File: src/rtl/capp_pkg.sv
`default_nettype none

package capp_pkg;

	localparam logic [7:0] SYNC_BYTE  = 8'hFF;
	localparam logic [7:0] BCAST_ID   = 8'hFE;
	localparam logic [7:0] GOOD_SUM   = 8'hFF;

	localparam logic [1:0] REG_OWN_ID         = 2'd0;
	localparam logic [1:0] REG_BULK_WAIT      = 2'd1;
	localparam logic [1:0] REG_BULK_FOLLOW_ID = 2'd2;

	typedef enum logic [2:0] {
		ST_IDLE    = 3'd0,
		ST_HDR0    = 3'd1,
		ST_HDR1    = 3'd2,
		ST_GOTID   = 3'd3,
		ST_GOTLEN  = 3'd4,
		ST_PAYLOAD = 3'd5
	} stage_t;

	typedef enum logic [2:0] {
		V_NONE   = 3'd0,
		V_CSUM   = 3'd1,
		V_DIRECT = 3'd2,
		V_BCAST  = 3'd3,
		V_BULK   = 3'd4,
		V_NOADDR = 3'd5
	} verdict_t;

	typedef struct packed {
		logic       payload_valid;
		logic [7:0] payload_byte;
		logic [7:0] payload_index;
		logic       frame_end;
		verdict_t   verdict;
		logic [7:0] frame_id;
		logic       watchdog_clear;
	} result_t;

	typedef struct packed {
		logic       we;
		logic [1:0] index;
		logic [7:0] data;
	} cfg_wr_t;

endpackage

`default_nettype wire

File: src/rtl/checksummed_addressed_packet_parser.sv
// channel  | dir | signals                                   | beat when
// ---------+-----+-------------------------------------------+----------------------
// in       | in  | in_valid, in_ready, rx_byte               | in_valid & in_ready
// out      | out | out_valid, out_ready, payload_*, frame_*, | out_valid & out_ready
//          |     | verdict, watchdog_clear                   |
// cfg      | in  | cfg_we, cfg_index, cfg_data               | cfg_we
//
// One byte per cycle sustained while out_ready is high; a result is presented from the
// result register, after its input beat has passed the input register and the parser.
// Input register feeds the parser state machine; the result register holds one beat.
// in_ready drops only while both registers are full and out_ready is low.
// Reset brings the parser to idle and the registers to own_id 1, others zero.
`default_nettype none

module checksummed_addressed_packet_parser (
	input  wire logic       clk,
	input  wire logic       arst_n,
	input  wire logic       in_valid,
	output logic            in_ready,
	input  wire logic [7:0] rx_byte,
	output logic            out_valid,
	input  wire logic       out_ready,
	output logic            payload_valid,
	output logic [7:0]      payload_byte,
	output logic [7:0]      payload_index,
	output logic            frame_end,
	output logic [2:0]      verdict,
	output logic [7:0]      frame_id,
	output logic            watchdog_clear,
	input  wire logic       cfg_we,
	input  wire logic [1:0] cfg_index,
	input  wire logic [7:0] cfg_data
);

	logic              valid_s1;
	logic [7:0]        byte_s1;
	logic              take;
	capp_pkg::cfg_wr_t cfg;
	capp_pkg::result_t res, res_s2;

	assign cfg.we    = cfg_we;
	assign cfg.index = cfg_index;
	assign cfg.data  = cfg_data;

	capp_in_reg u_in (
		.clk      (clk),
		.arst_n   (arst_n),
		.in_valid (in_valid),
		.in_ready (in_ready),
		.rx_byte  (rx_byte),
		.take     (take),
		.valid_s1 (valid_s1),
		.byte_s1  (byte_s1)
	);

	capp_core u_core (
		.clk     (clk),
		.arst_n  (arst_n),
		.cfg     (cfg),
		.step    (take),
		.byte_s1 (byte_s1),
		.res     (res)
	);

	capp_out_reg u_out (
		.clk       (clk),
		.arst_n    (arst_n),
		.valid_s1  (valid_s1),
		.res       (res),
		.take      (take),
		.out_valid (out_valid),
		.out_ready (out_ready),
		.res_s2    (res_s2)
	);

	assign payload_valid  = res_s2.payload_valid;
	assign payload_byte   = res_s2.payload_byte;
	assign payload_index  = res_s2.payload_index;
	assign frame_end      = res_s2.frame_end;
	assign verdict        = 3'(res_s2.verdict);
	assign frame_id       = res_s2.frame_id;
	assign watchdog_clear = res_s2.watchdog_clear;

endmodule

`default_nettype wire

File: src/rtl/capp_in_reg.sv
`default_nettype none

module capp_in_reg (
	input  wire logic       clk,
	input  wire logic       arst_n,
	input  wire logic       in_valid,
	output logic            in_ready,
	input  wire logic [7:0] rx_byte,
	input  wire logic       take,
	output logic            valid_s1,
	output logic [7:0]      byte_s1
);

	// slot frees when the core takes the held beat this cycle
	assign in_ready = !valid_s1 || take;

	always_ff @(posedge clk or negedge arst_n) begin
		if (!arst_n) begin
			valid_s1 <= 1'b0;
		end else if (in_ready) begin
			valid_s1 <= in_valid;
		end
	end

	always_ff @(posedge clk) begin
		if (in_ready && in_valid) begin
			byte_s1 <= rx_byte;
		end
	end

endmodule

`default_nettype wire

File: src/rtl/capp_core.sv
`default_nettype none

module capp_core (
	input  wire logic              clk,
	input  wire logic              arst_n,
	input  wire capp_pkg::cfg_wr_t cfg,
	input  wire logic              step,
	input  wire logic [7:0]        byte_s1,
	output capp_pkg::result_t      res
);

	capp_pkg::stage_t stage_q, stage_d;
	logic [7:0] own_id_q, follow_id_q;
	logic       bulk_wait_q;
	logic [7:0] sum_q, sum_d, id_q, id_d, len_q, len_d, ptr_q, ptr_d;
	logic       top_bit_q, top_bit_d;
	logic [7:0] sum_add, ptr_cur, ptr_inc;
	logic       first_top;
	logic       in_payload;

	always_ff @(posedge clk or negedge arst_n) begin
		if (!arst_n) begin
			own_id_q    <= 8'd1;
			bulk_wait_q <= 1'b0;
			follow_id_q <= 8'd0;
		end else if (cfg.we) begin
			case (cfg.index)
				capp_pkg::REG_OWN_ID:         own_id_q    <= cfg.data;
				capp_pkg::REG_BULK_WAIT:      bulk_wait_q <= cfg.data[0];
				capp_pkg::REG_BULK_FOLLOW_ID: follow_id_q <= cfg.data;
				default: ;
			endcase
		end
	end

	assign in_payload = (stage_q == capp_pkg::ST_GOTLEN) || (stage_q == capp_pkg::ST_PAYLOAD);
	assign sum_add    = sum_q + byte_s1;
	assign ptr_cur    = (stage_q == capp_pkg::ST_GOTLEN) ? 8'd0 : ptr_q;
	assign ptr_inc    = ptr_cur + 8'd1;
	assign first_top  = (ptr_cur == 8'd0) ? byte_s1[7] : top_bit_q;

	// next state
	always_comb begin
		stage_d   = stage_q;
		sum_d     = sum_q;
		id_d      = id_q;
		len_d     = len_q;
		ptr_d     = ptr_q;
		top_bit_d = top_bit_q;
		case (stage_q)
			capp_pkg::ST_HDR0: begin
				if (byte_s1 == capp_pkg::SYNC_BYTE) begin
					stage_d = capp_pkg::ST_HDR1;
					sum_d   = 8'd0;
				end else begin
					stage_d = capp_pkg::ST_IDLE;
				end
			end
			capp_pkg::ST_HDR1: begin
				id_d    = byte_s1;
				sum_d   = sum_add;
				stage_d = capp_pkg::ST_GOTID;
			end
			capp_pkg::ST_GOTID: begin
				len_d   = byte_s1;
				sum_d   = sum_add;
				stage_d = capp_pkg::ST_GOTLEN;
			end
			capp_pkg::ST_GOTLEN, capp_pkg::ST_PAYLOAD: begin
				sum_d     = sum_add;
				ptr_d     = ptr_inc;
				top_bit_d = first_top;
				// zero length wraps the pointer: 256 payload bytes
				stage_d   = (ptr_inc == len_q) ? capp_pkg::ST_IDLE : capp_pkg::ST_PAYLOAD;
			end
			default: begin
				stage_d = (byte_s1 == capp_pkg::SYNC_BYTE) ? capp_pkg::ST_HDR0
				                                          : capp_pkg::ST_IDLE;
			end
		endcase
	end

	// result for this beat
	always_comb begin
		res                = '0;
		res.verdict        = capp_pkg::V_NONE;
		res.frame_id       = id_d;
		if (in_payload) begin
			res.payload_valid = 1'b1;
			res.payload_byte  = byte_s1;
			res.payload_index = ptr_cur;
			if (ptr_inc == len_q) begin
				res.frame_end = 1'b1;
				if (sum_add != capp_pkg::GOOD_SUM) begin
					res.verdict = capp_pkg::V_CSUM;
				end else if (id_q == own_id_q) begin
					res.verdict = capp_pkg::V_DIRECT;
				end else if (id_q == capp_pkg::BCAST_ID) begin
					res.verdict = capp_pkg::V_BCAST;
				end else if (bulk_wait_q && (id_q == follow_id_q) && first_top) begin
					res.verdict = capp_pkg::V_BULK;
				end else begin
					res.verdict = capp_pkg::V_NOADDR;
				end
			end
		end
		res.watchdog_clear = (res.verdict == capp_pkg::V_DIRECT) ||
		                     (res.verdict == capp_pkg::V_BCAST);
	end

	always_ff @(posedge clk or negedge arst_n) begin
		if (!arst_n) begin
			stage_q   <= capp_pkg::ST_IDLE;
			sum_q     <= 8'd0;
			id_q      <= 8'd0;
			len_q     <= 8'd0;
			ptr_q     <= 8'd0;
			top_bit_q <= 1'b0;
		end else if (step) begin
			stage_q   <= stage_d;
			sum_q     <= sum_d;
			id_q      <= id_d;
			len_q     <= len_d;
			ptr_q     <= ptr_d;
			top_bit_q <= top_bit_d;
		end
	end

	a_end_to_idle: assert property (@(posedge clk) disable iff (!arst_n)
		step && res.frame_end |=> stage_q == capp_pkg::ST_IDLE)
		else $error("frame end did not return to idle");

	a_end_is_payload: assert property (@(posedge clk) disable iff (!arst_n)
		res.frame_end |-> res.payload_valid && in_payload)
		else $error("frame end outside payload");

	a_sum_cleared: assert property (@(posedge clk) disable iff (!arst_n)
		step && stage_q == capp_pkg::ST_HDR0 && byte_s1 == capp_pkg::SYNC_BYTE
		|=> sum_q == 8'd0 && stage_q == capp_pkg::ST_HDR1)
		else $error("sum not cleared on second sync byte");

	a_ptr_counts: assert property (@(posedge clk) disable iff (!arst_n)
		step && stage_q == capp_pkg::ST_PAYLOAD && !res.frame_end
		|=> ptr_q == $past(ptr_q) + 8'd1)
		else $error("payload pointer skipped");

endmodule

`default_nettype wire

File: src/rtl/capp_out_reg.sv
`default_nettype none

module capp_out_reg (
	input  wire logic              clk,
	input  wire logic              arst_n,
	input  wire logic              valid_s1,
	input  wire capp_pkg::result_t res,
	output logic                   take,
	output logic                   out_valid,
	input  wire logic              out_ready,
	output capp_pkg::result_t      res_s2
);

	logic valid_s2;

	assign take      = valid_s1 && (!valid_s2 || out_ready);
	assign out_valid = valid_s2;

	always_ff @(posedge clk or negedge arst_n) begin
		if (!arst_n) begin
			valid_s2 <= 1'b0;
		end else if (!valid_s2 || out_ready) begin
			valid_s2 <= valid_s1;
		end
	end

	always_ff @(posedge clk) begin
		if (take) begin
			res_s2 <= res;
		end
	end

endmodule

`default_nettype wire
File: config.mk
export PLATFORM = sky130hd
export DESIGN_NAME = checksummed_addressed_packet_parser
export DESIGN_NICKNAME = d
export VERILOG_FILES = /design/src/rtl/capp_pkg.sv /design/src/rtl/checksummed_addressed_packet_parser.sv /design/src/rtl/capp_in_reg.sv /design/src/rtl/capp_core.sv /design/src/rtl/capp_out_reg.sv
export SDC_FILE = /design/constraint.sdc
export NUM_CORES = 1
export LEC_CHECK = 0
export ABC_CLOCK_PERIOD_IN_PS = 4100
export BUFFER_PORTS_ARGS = -buffer_cell sky130_fd_sc_hd__buf_4
export CORE_ASPECT_RATIO = 0.75
export CORE_UTILIZATION = 30
export DETAILED_ROUTE_END_ITERATION = 7
export PLACE_DENSITY = 0.49
export SLEW_MARGIN = 30
export SYNTH_ARGS = -nofsm -noshare
export SYNTH_HDL_FRONTEND = slang
export SYNTH_SLANG_ARGS = --single-unit
File: constraint.sdc
create_clock -name clk -period 4.1 [get_ports clk]
set_clock_uncertainty 0.1 [all_clocks]
set_input_delay 0.82 -clock clk [delete_from_list [all_inputs] [get_ports clk]]
set_output_delay 0.82 -clock clk [all_outputs]
set_load 0.02 [all_outputs]
==> flow_summary.ini, run 1 <==
[logic_synthesis]
syn_avg_cell_area_um2 = 12.2
synth_top_area_share_pct = 29.9
yosysMostFrequentCell = dfrtp_1
synthTopCellsByArea = dfrtp_1, edfxtp_1, mux2_2, xnor2_1, xor2_1
synthesis.nets = 403
synth-edff-count = 38
synth_area_leader_cell = dfrtp_1
yosys_warnings = 0
ys_ff_latch = 93
ys_types = 52
ys_top_cells_by_count = dfrtp_1, mux2_2, edfxtp_1
ys_seq_area_share_pct = 55.8
netlist_instances = 370
synth_area_mm2 = 0.00452
async_reset_ff_share_pct = 59.1
synthFlopType = dfrtp_1

[grt]
use_met2_pct = 20.4
grt_pass1_wl_um = 16200
grtUsageMet1_pct = 20.5
grt-busiest-layer = met1
grt_pass1_vias = 2941
grt-ovfl-total = 0
antenna_found_initial = 0
grt_usage_pct = 13.9
grtUsageMet3_pct = 2.92
grt_max_degree = 56

[clock_tree]
cts_hold_buf = 0
cts_resized = 0
cts_made_buffers = 9
cts_tree = yes
root_buffer = clkbuf_16
tritoncts_num_sinks = 93
cts_max_level = 3
cts_buffer_depth = 2
cts_setup_buffers = 0
clock_latency_ps = 330
clkTransAtPathRegs_ps = 70

[critical_path]
worstPathArrival_ps = 3770
critPathKind = register to register
r2r_start = u_core.stage_q[1]
startpoint = u_core.stage_q[1]
cp-endpoint = u_out.res_s2[0]
required_ps = 4150
worstRegToRegCells = 11
crit_path_end_kind = register
reg2reg_slack_ps = 380
crit_fanout = 21
start_kind = register
r2r_end = u_out.res_s2[0]

[final_layout]
area_growth_pct = 19.5
finish.instance_area_mm2 = 0.00540
drive_above_1_share_pct = 28.2
final_nets = 457
utilization_pct = 37.0
diodes = 0

[routing]
vias = 2956
drtIter0Drc = 132
routed_via_density = 4.70
drtPass1Iterations = 4
ant_nets = 0
drcViolationCount = 0
totalWireLength_um = 10000
route.detailed.wl_per_inst_um = 16.0

[placed_design]
placed_cell_area_mm2 = 0.00512
portBuffers = 54
dpl.hpwl_um = 7310
finalWeightedCongestion = 0.827

[sta]
slew_violations = 0
setup-violations-final = 0
slew_headroom_pct = 40.4
period_share_pct = 90.8
worst_pin_slew_ps = 887
rsz0062_at_grt = no
period_minus_slack_ps = 3720
setup_tns_ps = 0
finalHoldViolCount = 0
fmax_mhz = 269

[power]
power_mw = 2.88
cellLeakagePower_nw = 2.29
power_density_mw_per_mm2 = 534
vdd_drop_max_mv = 0.254

[floorplanning]
die_y_um = 108
dieArea_mm2 = 0.0156
die_x_um = 144
rows = 38
ioPinCount = 55
core_area_mm2 = 0.0146
start_util_pct = 30.9

[status]
status = finished clean

[worst_hold_path]
hp-class = register to register

[run]
drv_cap = 0
[worst min-delay path by stage]
stage / start / to / slack, ps / cells after the start
6_report: u_core.top_bit_q / u_core.top_bit_q / 380 / 2
5_1_grt: u_core.sum_q[0] / u_core.sum_q[0] / 410 / 2
4_1_cts: u_core.top_bit_q / u_core.top_bit_q / 390 / 2
3_5_place_dp: u_core.top_bit_q / u_core.top_bit_q / 380 / 2
3_3_place_gp: u_core.top_bit_q / u_core.top_bit_q / 360 / 2
2_1_floorplan: u_core.top_bit_q / u_core.top_bit_q / 350 / 2
[cell type report]
type                            instances  area (um^2)
Timing Repair Buffer                   56          420
Tap cell                              200          250
Clock buffer                           11          243
Inverter                                8         32.5
Sequential cell                        93         2520
Fill cell                            1466         9200
Clock inverter                          5         35.0
Multi-Input combinational cell        256         1900
[per-layer routing]
metal	routed length (um)	up-vias
met5	0	-
met4	76	0
met3	448	4
met2	4270	57
met1	5240	1435
li1	-	1460
[power by group]
part,switching [mW],internal [mW],total [mW]
Sequential,0.142,1.14,1.28
Combinational,0.464,0.358,0.822
Clock,0.351,0.429,0.780
[kinds of logic (layout without fill, tap and decap cells)]
kind of cell    count (synthesis)  in the layout  synth area share (%)
buf+inv                        21             80                  2.24
fa+ha+maj                      11             11                  3.16
compound gates                 61             61                  8.28
simple gates                  110            110                  13.9
flops                          93             93                  55.8
xor+xnor                       32             32                  6.21
mux                            42             42                  10.4
[cell usage in the layout (no fill, tap or decap), types with 3 or more instances in the layout]
cell type / Yosys / layout
nand4_1: 6 / 6
a211oi_1: 4 / 4
o21ai_0: 19 / 19
xnor2_1: 17 / 17
nor2_1: 10 / 10
nand3b_1: 3 / 3
a21oi_1: 15 / 15
clkbuf_16: 0 / 9
inv_1: 7 / 7
o31ai_1: 9 / 9
nor3_1: 5 / 5
or4_1: 4 / 4
mux2_2: 41 / 41
ha_1: 9 / 9
and3_1: 9 / 9
edfxtp_1: 38 / 38
buf_4: 2 / 56
nand3_1: 8 / 8
nand2b_1: 6 / 6
and2_1: 13 / 13
nand2_1: 30 / 30
xor2_1: 15 / 15
a21o_1: 4 / 4
nor4_1: 3 / 3
dfrtp_1: 54 / 54
[critical path: stages (launching register included)]
cell	delay, ps
dfrtp_1	490
nand2b_1	410
inv_4	180
nand2_8	140
and2_1	160
ha_1	290
nand3_1	170
xor2_1	190
o31ai_1	270
nand4_1	130
or4b_1	680
nor4b_1	330
[registers in the layout, summed over array words and instances (netlist names)]
name / flops
u_out.res_s2: 30
u_core.follow_id_q: 8
u_core.id_q: 8
u_core.len_q: 8
u_core.own_id_q: 8
u_core.ptr_q: 8
u_core.sum_q: 8
u_in.byte_s1: 8
u_core.stage_q: 3
u_core.bulk_wait_q: 1
u_core.top_bit_q: 1
u_in.valid_s1: 1
u_out.out_valid: 1
[through the flow]
| step | hold slack (ps) | setup WS (ps) | cells |
|---|---|---|---|
| final | 385 | 376 | 629 |
| after global routing | 405 | 18.8 | 629 |
| after CTS | 391 | 321 | 629 |
| after detailed placement | 375 | 351 | 613 |
| after global placement | 365 | 549 | 613 |
| after floorplan | 350 | 1000 | 370 |
Power figures use the tool's default switching activity.
==> run 2, diff against run 1 <==
- CTS_BUF_LIST: unset -> sky130_fd_sc_hd__clkbuf_16
==> flow_summary.ini, run 2 (synthesis gave the netlist of run 1 again) <==
[routing]
routed_via_density = 4.70
vias = 2956
drcViolationCount = 0
drtIter0Drc = 132
route.detailed.wl_per_inst_um = 16.0
ant_nets = 0
drtPass1Iterations = 4
totalWireLength_um = 10000

[grt]
grt-ovfl-total = 0
grt_usage_pct = 13.9
antenna_found_initial = 0
grt_pass1_vias = 2941
grt_max_degree = 56
grt_pass1_wl_um = 16200

[clock_tree]
cts_made_buffers = 9
root_buffer = clkbuf_16
cts_buffer_depth = 2
clkTransAtPathRegs_ps = 70
cts_hold_buf = 0
tritoncts_num_sinks = 93
cts_max_level = 3
cts_setup_buffers = 0
cts_tree = yes
cts_resized = 0
clock_latency_ps = 330

[placed_design]
finalWeightedCongestion = 0.827
placed_cell_area_mm2 = 0.00512
portBuffers = 54
dpl.hpwl_um = 7310

[final_layout]
largest_reg_flops = 30
final_nets = 457
diodes = 0
finish.instance_area_mm2 = 0.00539
fillers = 1467
area_growth_pct = 19.3
layout_common_cells = buf_4, dfrtp_1, mux2_2
layout_commonest_cell = buf_4
regMostFlops = u_out.res_s2
drive_above_1_share_pct = 28.0

[critical_path]
crit_fanout = 21
critPathKind = register to register
r2r_start = u_core.stage_q[1]
r2r_end = u_out.res_s2[0]
worstPathArrival_ps = 3770
crit_path_end_kind = register
reg2reg_slack_ps = 380
startpoint = u_core.stage_q[1]
cp-endpoint = u_out.res_s2[0]
required_ps = 4150
worstRegToRegCells = 11
start_kind = register

[floorplanning]
rows = 38
die_x_um = 144
die_y_um = 108
ioPinCount = 55
dieArea_mm2 = 0.0156
core_area_mm2 = 0.0146
start_util_pct = 30.9

[worst_hold_path]
hp-class = register to register
hold-path-cell-count = 2

[status]
status = finished clean

[power]
power_density_mw_per_mm2 = 531
cellLeakagePower_nw = 2.29
power_mw = 2.86
vdd_drop_max_mv = 0.254

[sta]
setup_tns_ps = 0
rsz0062_at_grt = no
period_minus_slack_ps = 3720
setup-violations-final = 0
fmax_mhz = 269
period_share_pct = 90.8
slew_headroom_pct = 40.4
finalHoldViolCount = 0
slew_violations = 0
worst_pin_slew_ps = 887

[run]
drv_cap = 0
-- run 2: cell types whose count changed in the layout (fill, tap and decap cells not counted), sizes merged --
cell,before,now
clkbuf,11,9
clkinv,3,4
inv,9,10
-- run 2: cell type report --
| type | instances | area [um^2] | area share (%) |
|---|---|---|---|
| multi-input combinational | 256 | 1900 | 35.2 |
| clock inverter | 7 | 42.5 | 0.790 |
| inverter | 8 | 32.5 | 0.604 |
| clock buffer | 9 | 225 | 4.18 |
| sequential | 93 | 2520 | 46.8 |
| timing repair buffer | 56 | 420 | 7.81 |
| tap | 200 | 250 | 4.65 |
-- run 2: worst min path at each step --
| stage | start | endpoint | slack (ps) |
|---|---|---|---|
| after floorplan | u_core.top_bit_q | u_core.top_bit_q | 350 |
| after global placement | u_core.top_bit_q | u_core.top_bit_q | 360 |
| after detailed placement | u_core.top_bit_q | u_core.top_bit_q | 380 |
| after CTS | u_core.top_bit_q | u_core.top_bit_q | 390 |
| after global routing | u_core.sum_q[0] | u_core.sum_q[0] | 410 |
| final | u_core.top_bit_q | u_core.top_bit_q | 380 |
-- run 2: metal layers --
layer / wire length, um / part of all wire, % / GRT usage [%] / vias up
li1: - / - / - / 1460
met3: 448 / 4.5 / 2.92 / 4
met1: 5240 / 52 / 20.5 / 1435
met2: 4270 / 43 / 20.4 / 57
met5: 0 / 0 / 0 / -
met4: 76 / 0.76 / 3.88 / 0
-- run 2: power breakdown --
| part | total [mW] | leakage [nW] | switching (mW) | internal (mW) |
|---|---|---|---|---|
| Combinational | 0.822 | 1.08 | 0.464 | 0.358 |
| Sequential | 1.28 | 1.07 | 0.142 | 1.14 |
| Clock | 0.759 | 0.134 | 0.351 | 0.408 |
| Total | 2.86 | 2.29 | 0.957 | 1.90 |
-- run 2: through the flow --
stage / setup WS (ps) / hold slack (ps) / util, % / std cells
after floorplan: 1000 / 350 / - / 370
final: 376 / 385 / 36.9 / 629
after CTS: 321 / 391 / 36.9 / 629
after detailed placement: 351 / 375 / 35.1 / 613
after global routing: 18.8 / 405 / 36.9 / 629
after global placement: 549 / 365 / 35.1 / 613
-- run 2: worst max-delay path, stage by stage (launching register included) --
cell and delay, ps:
dfrtp_1 490, nand2b_1 410, inv_4 180, nand2_8 140, and2_1 160, ha_1 290, nand3_1 170, xor2_1 190
o31ai_1 270, nand4_1 130, or4b_1 680, nor4b_1 330
==> run 3, diff against run 2 <==
- PLACE_DENSITY: 0.49 -> 0.45
==> flow_summary.ini, run 3 (synthesis gave the netlist of run 1 again) <==
[final_layout]
regMostFlops = u_out.res_s2
final_nets = 457
finish.instance_area_mm2 = 0.00544
drive_above_1_share_pct = 28.4
area_growth_pct = 20.4
diodes = 0
largest_reg_flops = 30
layout_common_cells = buf_4, dfrtp_1, mux2_2
layout_commonest_cell = buf_4
final_cells = 629

[sta]
slew_violations = 0
rsz0062_at_grt = no
finalHoldViolCount = 0
period_share_pct = 90.2
worst_pin_slew_ps = 866
setup-violations-final = 0
slew_headroom_pct = 41.8
timing.hold.ws_ps = 389
setup_tns_ps = 0
fmax_mhz = 270
period_minus_slack_ps = 3700

[grt]
antenna_found_initial = 0
grt_usage_pct = 14.5
grt-ovfl-total = 0
grt-busiest-layer = met1
grtUsageMet3_pct = 3.68
grt_pass1_vias = 2933
grt_pass1_wl_um = 16500
use_met2_pct = 20.8
grtUsageMet1_pct = 21.4
grt_max_degree = 56

[placed_design]
finalWeightedCongestion = 0.785
portBuffers = 54
dp_cells = 613
placed_cell_area_mm2 = 0.00512
dpl.hpwl_um = 7410

[critical_path]
reg2reg_slack_ps = 400
start_kind = register
r2r_start = u_core.stage_q[1]
crit_path_end_kind = register
critPathKind = register to register
worstRegToRegCells = 11
worstPathArrival_ps = 3750
crit_fanout = 21
r2r_end = u_out.res_s2[11]
required_ps = 4150

[power]
p_int_mw = 2.01
p_clk_share_pct = 29.4
cellLeakagePower_nw = 2.31
power_switching_uw = 981
swShare_pct = 32.8
power_density_mw_per_mm2 = 549
seq_power_share_pct = 42.9
vdd_drop_max_mv = 0.253
power_mw = 2.99
combinationalPowerShare_pct = 27.6

[floorplanning]
core_area_mm2 = 0.0146
rows = 38
dieArea_mm2 = 0.0156
die_x_um = 144
start_util_pct = 30.9
ioPinCount = 55
die_y_um = 108

[worst_hold_path]
whs_endpoint = u_core.sum_q[3]
hp-class = register to register
hold-path-cell-count = 2
hold_start = u_core.sum_q[3]

[clock_tree]
cts_tree = yes
clkTransAtPathRegs_ps = 60
tritoncts_num_sinks = 93
cts_hold_buf = 0
clock_latency_ps = 340
root_buffer = clkbuf_16
cts_setup_buffers = 0
cts_buffer_depth = 2
cts_made_buffers = 9
cts_max_level = 3
cts_resized = 0

[run]
drv_cap = 0

[status]
status = finished clean

[routing]
drtIter0Drc = 132
ant_nets = 0
drcViolationCount = 0
totalWireLength_um = 10400
vias = 2954
route.detailed.wl_per_inst_um = 16.6
routed_via_density = 4.70
drtPass1Iterations = 4
## run 3: changes by cell type in the layout (fill, tap and decap cells not counted), sizes merged
cell,previous run,this run
clkinv,4,2
bufinv,0,1
clkbuf,9,10
## run 3: worst max path at each step
stage | start | endpoint | slack, ps | depth (start not counted)
final | u_core.stage_q[1] | u_out.res_s2[11] | 400 | 11
after global routing | u_core.stage_q[1] | u_out.res_s2[10] | 20 | 11
after CTS | u_core.stage_q[1] | u_out.res_s2[10] | 360 | 11
after detailed placement | u_core.stage_q[1] | u_out.res_s2[10] | 400 | 11
after global placement | u_core.stage_q[1] | u_core.stage_q[2] | 530 | 11
after floorplan | u_core.stage_q[1] | u_core.stage_q[2] | 1000 | 14
## run 3: worst max-delay path: stages, from the launching register on
cell      delay (ps)
dfrtp_1          490
nand2b_1         420
inv_4            190
nand2_8          140
and2_1           150
ha_1             270
nand3_1          160
xor2_1           200
o31ai_1          260
nand4_1          120
or4b_1           670
nor4_1           330
## run 3: layout make-up
cell class	instances	area (um^2)
flip-flops and latches	93	2520
multi-input cells	256	1900
fillers	1443	9160
well taps	200	250
clock inverters	6	67.6
clock buffers	10	250
inverters	8	32.5
repair buffers	56	420
## run 3: routing by layer
metal | routed length (um) | up-vias
met5 | 0 | -
met4 | 107 | 0
met3 | 502 | 9
met2 | 4330 | 57
met1 | 5480 | 1426
li1 | - | 1462
## run 3: power groups by stage
stage | sequential [mW] | combinational (mW) | clock [mW]
global placement | 1.30 | 0.824 | 0
global route | 1.31 | 0.927 | 0.943
detailed placement | 1.30 | 0.831 | 0
finish | 1.28 | 0.824 | 0.879
CTS | 1.28 | 0.834 | 0.905
floorplan | 1.28 | 0.597 | 0
## run 3: metrics by stage
step	worst slack (ps)	utilization, %
after CTS	361	37.2
final	401	37.2
after global placement	532	35.1
after floorplan	1000	-
after detailed placement	400	35.1
after global routing	16.2	37.2
